**src/design/brh_pkg.sv**
```systemverilog
// ---------------------------------------------------------------------------
// brh_pkg
// types and constants shared by the brightness residency histogram
// ---------------------------------------------------------------------------
package brh_pkg;

	localparam int BINS    = 10;
	localparam int BIN_W   = 4;
	localparam int LEVEL_W = 16;
	localparam int TIME_W  = 64;
	localparam int ACT_W   = 2;
	localparam int IDX_W   = (BINS > 1) ? $clog2(BINS) : 1;
	// quotient never reaches BINS, so IDX_W bits hold it
	localparam int QUO_W   = IDX_W;
	localparam int KW      = (QUO_W > 1) ? $clog2(QUO_W) : 1;
	localparam int DIV_W   = LEVEL_W + 1;
	localparam int REM_W   = LEVEL_W + QUO_W + 1;
	localparam int CFG_IDX_W = 1;

	localparam logic [CFG_IDX_W-1:0] REG_MIN_LEVEL = 1'b0;
	localparam logic [CFG_IDX_W-1:0] REG_MAX_LEVEL = 1'b1;

	typedef enum logic [ACT_W-1:0] {
		ACT_SET   = 2'd0,
		ACT_READ  = 2'd1,
		ACT_CLEAR = 2'd2
	} action_t;

	// controller to datapath
	typedef struct packed {
		logic             capture;
		logic             prep;
		logic             div_step;
		logic [KW-1:0]    div_k;
		logic             update;
		logic             load_set;
		logic             load_read;
		logic [IDX_W-1:0] rd_idx;
		logic             load_clear;
	} cmd_t;

	// datapath to controller
	typedef struct packed {
		logic out_free;
	} stat_t;

endpackage

```
**src/design/brh_datapath.sv**
```systemverilog
// ---------------------------------------------------------------------------
// brh_datapath
// clamp, serial bin divider, bin totals, active bin tracking, output register
// ---------------------------------------------------------------------------
module brh_datapath (
	input  logic                              clk,
	input  logic                              arst_n,
	input  brh_pkg::cmd_t                     cmd,
	output brh_pkg::stat_t                    stat,
	input  logic [brh_pkg::LEVEL_W-1:0]       in_level,
	input  logic [brh_pkg::TIME_W-1:0]        in_now,
	input  logic                              cfg_valid,
	input  logic [brh_pkg::CFG_IDX_W-1:0]     cfg_index,
	input  logic [brh_pkg::LEVEL_W-1:0]       cfg_data,
	output logic                              out_valid,
	input  logic                              out_ready,
	output logic [brh_pkg::BIN_W-1:0]         out_bin_index,
	output logic [brh_pkg::TIME_W-1:0]        out_bin_time,
	output logic                              out_clamped,
	output logic                              out_last
);
	import brh_pkg::*;

	logic [LEVEL_W-1:0] min_q, max_q;
	logic [LEVEL_W-1:0] level_q;
	logic [TIME_W-1:0]  now_q;
	logic [DIV_W-1:0]   d_q;
	logic [REM_W-1:0]   rem_q;
	logic [QUO_W-1:0]   quo_q;
	logic               clamp_q;
	logic [TIME_W-1:0]  delta_q;
	logic [TIME_W-1:0]  total_q [BINS];
	logic [TIME_W-1:0]  start_q;
	logic [BIN_W-1:0]   active_q;
	logic               act_valid_q;

	logic               out_valid_q;
	logic [BIN_W-1:0]   out_idx_q;
	logic [TIME_W-1:0]  out_time_q;
	logic               out_clamp_q;
	logic               out_last_q;

	logic [LEVEL_W-1:0] hi, lvl_c, x;
	logic               clamp_c;
	logic [REM_W-1:0]   sub;
	logic [BIN_W-1:0]   bin_sel;
	logic [TIME_W-1:0]  rd_sum;
	logic               out_free;

	// range collapses to min when max is below it
	always_comb begin
		hi      = (max_q < min_q) ? min_q : max_q;
		clamp_c = 1'b0;
		lvl_c   = level_q;
		if (level_q > hi) begin
			lvl_c   = hi;
			clamp_c = 1'b1;
		end else if (level_q < min_q) begin
			lvl_c   = min_q;
			clamp_c = 1'b1;
		end
		x = lvl_c - min_q;
	end

	assign sub = REM_W'(d_q) << cmd.div_k;

	assign bin_sel = (quo_q >= QUO_W'(BINS)) ? BIN_W'(BINS - 1) : BIN_W'(quo_q);

	always_comb begin
		rd_sum = total_q[cmd.rd_idx];
		if (act_valid_q && (active_q == BIN_W'(cmd.rd_idx)))
			rd_sum = total_q[cmd.rd_idx] + delta_q;
	end

	assign out_free      = !out_valid_q || out_ready;
	assign stat.out_free = out_free;

	always_ff @(posedge clk or negedge arst_n) begin
		if (!arst_n) begin
			min_q <= '0;
			max_q <= LEVEL_W'(255);
		end else if (cfg_valid) begin
			case (cfg_index)
				REG_MIN_LEVEL: min_q <= cfg_data;
				REG_MAX_LEVEL: max_q <= cfg_data;
				default: ;
			endcase
		end
	end

	// capture and division work registers
	always_ff @(posedge clk) begin
		if (cmd.capture) begin
			level_q <= in_level;
			now_q   <= in_now;
		end
		if (cmd.prep) begin
			d_q     <= DIV_W'({1'b0, hi} - {1'b0, min_q} + 1'b1);
			rem_q   <= REM_W'(BINS) * REM_W'(x);
			quo_q   <= '0;
			clamp_q <= clamp_c;
			delta_q <= now_q - start_q;
		end else if (cmd.div_step) begin
			if (rem_q >= sub) begin
				rem_q             <= rem_q - sub;
				quo_q[cmd.div_k]  <= 1'b1;
			end
		end
		if (cmd.update && (!act_valid_q || active_q != bin_sel))
			start_q <= now_q;
	end

	always_ff @(posedge clk or negedge arst_n) begin
		if (!arst_n) begin
			for (int i = 0; i < BINS; i++)
				total_q[i] <= '0;
			active_q    <= '0;
			act_valid_q <= 1'b0;
		end else if (cmd.load_clear) begin
			for (int i = 0; i < BINS; i++)
				total_q[i] <= '0;
			active_q    <= '0;
			act_valid_q <= 1'b0;
		end else if (cmd.update && (!act_valid_q || active_q != bin_sel)) begin
			// close the old bin before opening the new one
			if (act_valid_q)
				total_q[active_q[IDX_W-1:0]] <= total_q[active_q[IDX_W-1:0]] + delta_q;
			active_q    <= bin_sel;
			act_valid_q <= 1'b1;
		end
	end

	always_ff @(posedge clk or negedge arst_n) begin
		if (!arst_n) begin
			out_valid_q <= 1'b0;
		end else if (cmd.load_set || cmd.load_read || cmd.load_clear) begin
			out_valid_q <= 1'b1;
		end else if (out_ready) begin
			out_valid_q <= 1'b0;
		end
	end

	always_ff @(posedge clk) begin
		if (cmd.load_set) begin
			out_idx_q   <= bin_sel;
			out_time_q  <= '0;
			out_clamp_q <= clamp_q;
			out_last_q  <= 1'b1;
		end else if (cmd.load_read) begin
			out_idx_q   <= BIN_W'(cmd.rd_idx);
			out_time_q  <= rd_sum;
			out_clamp_q <= 1'b0;
			out_last_q  <= (cmd.rd_idx == IDX_W'(BINS - 1));
		end else if (cmd.load_clear) begin
			out_idx_q   <= '0;
			out_time_q  <= '0;
			out_clamp_q <= 1'b0;
			out_last_q  <= 1'b1;
		end
	end

	assign out_valid     = out_valid_q;
	assign out_bin_index = out_idx_q;
	assign out_bin_time  = out_time_q;
	assign out_clamped   = out_clamp_q;
	assign out_last      = out_last_q;

endmodule

```
**src/design/brh_ctrl.sv**
```systemverilog
// ---------------------------------------------------------------------------
// brh_ctrl
// sequencer for set, read and clear requests
// ---------------------------------------------------------------------------
module brh_ctrl (
	input  logic                        clk,
	input  logic                        arst_n,
	input  logic                        in_valid,
	output logic                        in_ready,
	input  logic [brh_pkg::ACT_W-1:0]   in_action,
	input  brh_pkg::stat_t              stat,
	output brh_pkg::cmd_t               cmd
);
	import brh_pkg::*;

	typedef enum logic [6:0] {
		S_IDLE    = 7'b0000001,
		S_PREP    = 7'b0000010,
		S_DIV     = 7'b0000100,
		S_UPD     = 7'b0001000,
		S_SET_OUT = 7'b0010000,
		S_READ    = 7'b0100000,
		S_CLR_OUT = 7'b1000000
	} state_t;

	state_t           state_q, state_d;
	logic             rd_mode_q, rd_mode_d;
	logic [KW-1:0]    div_cnt_q, div_cnt_d;
	logic [IDX_W-1:0] rd_cnt_q, rd_cnt_d;
	logic             accept;

	assign in_ready = (state_q == S_IDLE);
	assign accept   = in_valid && in_ready;

	always_comb begin
		state_d   = state_q;
		rd_mode_d = rd_mode_q;
		div_cnt_d = div_cnt_q;
		rd_cnt_d  = rd_cnt_q;
		cmd       = '0;
		cmd.div_k  = div_cnt_q;
		cmd.rd_idx = rd_cnt_q;
		case (state_q)
			S_IDLE: begin
				cmd.capture = accept;
				if (accept) begin
					case (action_t'(in_action))
						ACT_SET: begin
							rd_mode_d = 1'b0;
							state_d   = S_PREP;
						end
						ACT_READ: begin
							rd_mode_d = 1'b1;
							state_d   = S_PREP;
						end
						ACT_CLEAR: state_d = S_CLR_OUT;
						default: ;
					endcase
				end
			end
			S_PREP: begin
				cmd.prep  = 1'b1;
				div_cnt_d = KW'(QUO_W - 1);
				rd_cnt_d  = '0;
				state_d   = rd_mode_q ? S_READ : S_DIV;
			end
			S_DIV: begin
				cmd.div_step = 1'b1;
				if (div_cnt_q == '0)
					state_d = S_UPD;
				else
					div_cnt_d = div_cnt_q - 1'b1;
			end
			S_UPD: begin
				cmd.update = 1'b1;
				state_d    = S_SET_OUT;
			end
			S_SET_OUT: begin
				if (stat.out_free) begin
					cmd.load_set = 1'b1;
					state_d      = S_IDLE;
				end
			end
			S_READ: begin
				if (stat.out_free) begin
					cmd.load_read = 1'b1;
					if (rd_cnt_q == IDX_W'(BINS - 1))
						state_d = S_IDLE;
					else
						rd_cnt_d = rd_cnt_q + 1'b1;
				end
			end
			S_CLR_OUT: begin
				if (stat.out_free) begin
					cmd.load_clear = 1'b1;
					state_d        = S_IDLE;
				end
			end
			default: state_d = S_IDLE;
		endcase
	end

	always_ff @(posedge clk or negedge arst_n) begin
		if (!arst_n) begin
			state_q   <= S_IDLE;
			rd_mode_q <= 1'b0;
			div_cnt_q <= '0;
			rd_cnt_q  <= '0;
		end else begin
			state_q   <= state_d;
			rd_mode_q <= rd_mode_d;
			div_cnt_q <= div_cnt_d;
			rd_cnt_q  <= rd_cnt_d;
		end
	end

endmodule

```
**src/design/brightness_residency_histogram_top.sv**
```systemverilog
// ---------------------------------------------------------------------------
// brightness_residency_histogram_top
// time spent per brightness bin, with set, read and clear requests
// ---------------------------------------------------------------------------
//  channel   direction  handshake             carries
//  s_*       in         s_tvalid / s_tready   request: action, level, now
//  m_*       out        m_tvalid / m_tready   result: bin_index, bin_time, clamped, last
//  cfg_*     in         cfg_valid / cfg_ready min_level, max_level writes
//
//  set runs from accept to result through capture, prepare, 4 divider steps
//  of the bin quotient, bin update and output load.
//  read runs capture, prepare, then one output load per bin, paced by the output register.
//  clear runs capture, then output load; one request is in flight at a time.
//  a full output register stalls the sequencer; the next request is taken when it is idle.
//  arst_n clears all bin totals and the active bin at once.
module brightness_residency_histogram_top (
	input  logic                            clk,
	input  logic                            arst_n,
	input  logic                            s_tvalid,
	output logic                            s_tready,
	input  logic [79:0]                     s_tdata,   // level[15:0], now[79:16]
	input  logic [brh_pkg::ACT_W-1:0]       s_tuser,   // action[1:0]
	output logic                            m_tvalid,
	input  logic                            m_tready,
	output logic [71:0]                     m_tdata,   // bin_index[3:0], bin_time[67:4], zero
	output logic                            m_tuser,   // clamped
	output logic                            m_tlast,
	input  logic                            cfg_valid,
	output logic                            cfg_ready,
	input  logic [brh_pkg::CFG_IDX_W-1:0]   cfg_index,
	input  logic [brh_pkg::LEVEL_W-1:0]     cfg_data
);
	import brh_pkg::*;

	cmd_t               cmd;
	stat_t              stat;
	logic [BIN_W-1:0]   bin_index;
	logic [TIME_W-1:0]  bin_time;

	assign cfg_ready = 1'b1;

	brh_ctrl u_ctrl (
		.clk       (clk),
		.arst_n    (arst_n),
		.in_valid  (s_tvalid),
		.in_ready  (s_tready),
		.in_action (s_tuser),
		.stat      (stat),
		.cmd       (cmd)
	);

	brh_datapath u_dp (
		.clk           (clk),
		.arst_n        (arst_n),
		.cmd           (cmd),
		.stat          (stat),
		.in_level      (s_tdata[LEVEL_W-1:0]),
		.in_now        (s_tdata[LEVEL_W +: TIME_W]),
		.cfg_valid     (cfg_valid),
		.cfg_index     (cfg_index),
		.cfg_data      (cfg_data),
		.out_valid     (m_tvalid),
		.out_ready     (m_tready),
		.out_bin_index (bin_index),
		.out_bin_time  (bin_time),
		.out_clamped   (m_tuser),
		.out_last      (m_tlast)
	);

	assign m_tdata = {4'b0000, bin_time, bin_index};

endmodule

```
**config.mk**
```make
export PLATFORM = sky130hd
export DESIGN_NAME = brightness_residency_histogram_top
export DESIGN_NICKNAME = d
export VERILOG_FILES = /design/src/design/brh_pkg.sv /design/src/design/brh_datapath.sv /design/src/design/brh_ctrl.sv /design/src/design/brightness_residency_histogram_top.sv
export SDC_FILE = /design/constraint.sdc
export NUM_CORES = 2
export LEC_CHECK = 0
export ABC_AREA = 1
export BUFFER_PORTS_ARGS = -buffer_cell sky130_fd_sc_hd__buf_2
export CAP_MARGIN = 20
export CORE_UTILIZATION = 45
export DETAILED_ROUTE_END_ITERATION = 12
export HOLD_SLACK_MARGIN = 0.12
export PLACE_DENSITY_LB_ADDON = 0.05
export REMOVE_ABC_BUFFERS = 1
export SLEW_MARGIN = 0
export SYNTH_ARGS = -nofsm -noshare
export SYNTH_HDL_FRONTEND = slang
export SYNTH_SLANG_ARGS = --single-unit
```
**constraint.sdc**
```tcl
create_clock -name clk -period 7.53 [get_ports clk]
set_input_delay 1.506 -clock clk [delete_from_list [all_inputs] [get_ports clk]]
set_output_delay 1.506 -clock clk [all_outputs]
set_load 0.05 [all_outputs]
```
==> impl_results.md <==
* GRT Total Usage at 37.3%
* Post-route antenna net violation count at 0
* Relative slew slack at about 17%
* # H-tree levels at 3
* Gr ovfl total at 0
* Number of sinks driven by the clock tree at 1013
* Clock transition at the registers of the reported paths at 60 ps
* Slowest stage cell on the critical path: sky130_fd_sc_hd__dfrtp_1
* Summed area of non-filler cells in the final layout at 71200 µm²
* Tmin final at 7070 ps
* Core area at 142000 µm²
* Post-Synth XOR/XNOR Area at roughly 2.3%
* DR vias at 63628
* Ratio of cells with drive above 1 in the final layout at 7.26%
* DR iter-0 viols at 7458
* Area post-placement at 66900 µm²
* Setup Slack @ Placement at 195 ps
* Die Ht at between 300 and 400 µm
* Path type of the worst setup path: reg -> reg
* Final number of hold-violating endpoints at 0
* Critical path required time at between 8000 and 9000 ps
* Sequential element share of the synthesized area at 40.9%
* Cts bufs inserted at 117
* Die W at 380 µm
* Clock tree root driver cell: sky130_fd_sc_hd__clkbuf_16
* WL per Instance at 26.7 µm
* Main combinational cell family by area after synthesis: compound AO/OA/AOI/OAI gates
* Multi-input combinational cell area at ~32000 µm²
* Area of the die at 144000 µm²
* Number of placed instances, taps included at 10148
* Number of global-route vias before repair at around 61000
* Final wirelength at 277 mm
* Clock insertion delay at the later pin of the skew report at 790 ps
* Count of pins over their slew limit at 0
* Pre-Repair DR Iteration Count at 7
* Buffer depth of the longest clock path at 3
* Top cell type by total area after synthesis: sky130_fd_sc_hd__dfrtp_1
* Path class of the lowest-slack min-delay path: reg -> reg
* Vias/cell at 6.13
* Sequential power share at roughly 22%
* Leak pwr at 32.3 nW
* Delay of the slowest cell on the worst path at 400 ps
* Data arrival time of the critical path at 7600 ps
* Nature of the critical path startpoint: flop
* Critical path's most frequent cell: sky130_fd_sc_hd__nand2_1
* Area Growth Syn to Fin at 10.8%
* Layout fillers at 14039
* Relative contribution of the clock network to total power at 15.7%
* Number of hold buffers added after CTS at 0
* CTS tree: yes
* Antenna violations before repair at 14
* Kind of capture point of the worst setup path: flop
* Simple-Gate Fraction of Synth Area at between 15 and 20%
* Synth Cell Area at 64300 µm²
* Fraction of synthesized area in multiplexers at 0.0311%
* Syn Area/Cell at 7.68 µm²
* Endpoints failing setup at 0
* Final RePlAce weighted congestion at 1.07
* Post-route non-filler standard cell count at 10380
* Actual slew at the worst max-slew pin at 1240 ps
* Final setup skew at 50.2 ps
* Number of maximum-capacitance constraint violations at 0
* Most common library cells after synthesis: 1480 x sky130_fd_sc_hd__nand2_1, 1048 x sky130_fd_sc_hd__inv_1, 990 x sky130_fd_sc_hd__o21ai_0, 683 x sky130_fd_sc_hd__dfrtp_1, 650 x sky130_fd_sc_hd__a21oi_1
* Switching part of the total at 53.9%
* Max frequency at around 0.14 GHz
* Final HPWL DP at ~190 mm
* Number of instances in the synthesized netlist at 8369
* Number of inserted diodes at 0
* Synth top area cells: sky130_fd_sc_hd__dfrtp_1 27%, sky130_fd_sc_hd__edfxtp_1 12%, sky130_fd_sc_hd__nand2_1 8.6%
* Warnings, synthesis at 0
* Largest net degree at the start of global routing at 155
* Peak supply drop at 0.407 mV
* Final setup slack of the worst path at between 400 and 500 ps
* Residual DRC at 0
* PD cells at 546 nW/µm²
* Most used flip-flop cell after synthesis: sky130_fd_sc_hd__dfrtp_1
* Register cell area after layout at 26300 µm²
* Share of the cycle needed by the critical path after routing at a little over nine tenths
* Proportion of power drawn by combinational gates at 62.1%
* Count of standard-cell rows at between 100 and 150
* Switching component of the power at 0.0210 W
* Top-area cell type share of the netlist area at 26.6%
* Count of flip-flops with a built-in enable after synthesis at 250
* Largest fanout of any net on the critical path at 30
* FF+latch count, synth at approximately 1000
* Number of buffer cells added on primary ports at 175
* Number of library cell types mapped by synthesis at 70
* Status: finished clean
* Post-synthesis compound-gate area fraction at 22.5%
* Wire length of the first global-routing pass at ~400 mm
* Proportion of synthesized flip-flops having asynchronous set or reset at 68.3%
* Io pins at 181
* Initial core utilization at 45.4%
* Fraction of the mapped netlist area in adder cells at 6.74%
* Cell Int Power at 0.0179 W
* # nets final at 8832
* Most frequently used cell type in the post-synthesis netlist: sky130_fd_sc_hd__nand2_1
==> path summary, 6_finish.rpt <==
kind / from / end / slack [ps] / cells past startpoint
worst max-delay path: u_dp.min_q[3]$_DFFE_PN0P_ / u_dp.rem_q[15]$_DFFE_PP_ / 460 / 40
worst min-delay path: u_dp.out_bin_time[29]$_SDFFE_PP0P_ / u_dp.out_bin_time[29]$_SDFFE_PP0P_ / 450 / 2
worst max register to register: u_dp.min_q[3]$_DFFE_PN0P_ / u_dp.rem_q[15]$_DFFE_PP_ / 460 / 40
worst min register to register: u_dp.out_bin_time[29]$_SDFFE_PP0P_ / u_dp.out_bin_time[29]$_SDFFE_PP0P_ / 450 / 2
max in group asynchronous: arst_n / u_dp.total_q[557]$_DFFE_PN0P_ / 5240 / 2
min in group asynchronous: arst_n / u_dp.total_q[513]$_DFFE_PN0P_ / 760 / 1
==> final cells by class <==
cell class	count	share of cell area [%]
clock inverter	64	1.11
inverter	1072	5.68
sequential	1013	36.9
clock buffer	159	4.66
multi-input combinational	5889	45.6
tap	1890	3.32
timing repair buffer	293	2.78
==> layer usage <==
layer | vias up | wire [µm] | GRT usage [%]
met3 | 743 | 29200 | 8.62
met4 | 8 | 12300 | 14.9
met5 | - | 46 | 0
met2 | 3497 | 121000 | 57.3
li1 | 28839 | - | -
met1 | 30541 | 115000 | 50.5
==> cell usage in the layout (no fill, tap or decap), types with 28 or more instances in the layout <==
cell type                   Yosys  final
sky130_fd_sc_hd__a21o_1        41     41
sky130_fd_sc_hd__a21oi_1      650    648
sky130_fd_sc_hd__a22oi_1      146    146
sky130_fd_sc_hd__a31oi_1       43     40
sky130_fd_sc_hd__a32o_1        43     43
sky130_fd_sc_hd__buf_2         76    174
sky130_fd_sc_hd__buf_4         29    102
sky130_fd_sc_hd__clkbuf_16      0    117
sky130_fd_sc_hd__dfrtp_1      683    679
sky130_fd_sc_hd__dfxtp_1       71     71
sky130_fd_sc_hd__edfxtp_1     250    250
sky130_fd_sc_hd__ha_1         335    334
sky130_fd_sc_hd__inv_1       1048   1036
sky130_fd_sc_hd__nand2_1     1480   1470
sky130_fd_sc_hd__nand3_1      595    595
sky130_fd_sc_hd__nand4_1       43     43
sky130_fd_sc_hd__nor2_1       579    569
sky130_fd_sc_hd__nor3_1        45     45
sky130_fd_sc_hd__o211ai_1      51     51
sky130_fd_sc_hd__o21ai_0      990    981
sky130_fd_sc_hd__o21ai_1       19     28
sky130_fd_sc_hd__o22ai_1      447    447
sky130_fd_sc_hd__xnor2_1       67     67
sky130_fd_sc_hd__xor2_1       104    104
==> kinds of logic after synthesis <==
group / after synthesis
DFF: 1013
AOI/OAI and AO/OA: 2539
buffers and inverters: 1470
and+or+nand+nor: 2830
other: 2
xor gates and xnor gates: 171
adders and majority gates: 342
muxes: 2
==> power groups by stage <==
stage	registers [W]	clock network, W	logic (W)
final	0.00862	0.00612	0.0242
after global routing	0.00879	0.00640	0.0261
after CTS	0.00856	0.00620	0.0231
after detailed placement	0.00864	0	0.0230
after global placement	0.00862	0	0.0228
after floorplan	0.00882	0	0.0145
==> through the flow <==
step,hold slack (ps),util [%],TNS [ps],total power [W]
finish,447,50.3,0,0.0389
global route,463,50.3,-50.6,0.0413
CTS,451,50.2,0,0.0379
detailed placement,435,47.3,0,0.0317
global placement,433,47.2,0,0.0315
floorplan,426,-,-1382330,0.0233
==> worst max-delay path, delay by kind of cell (launching register included) <==
family          cells  cell delay (ps)
compound gates     11             2280
xor+xnor            2              300
fa+ha+maj           5             1560
buf+inv             5              610
flops               1              400
simple gates       17             1700
==> registers in the layout, indices dropped and copies added, names as in the netlist, 17 cells and up <==
register           cells
u_dp.d_q              17
u_dp.delta_q          64
u_dp.now_q            64
u_dp.out_bin_time     64
u_dp.rem_q            21
u_dp.start_q          64
u_dp.total_q         640
==> what timing repair did <==
item / in CTS / in global routing
resized for setup: 0 / 27
setup buffers: 0 / 2
endpoints found under the setup margin: 0 / 9
No activity file was read; power rests on OpenSTA's default activity.
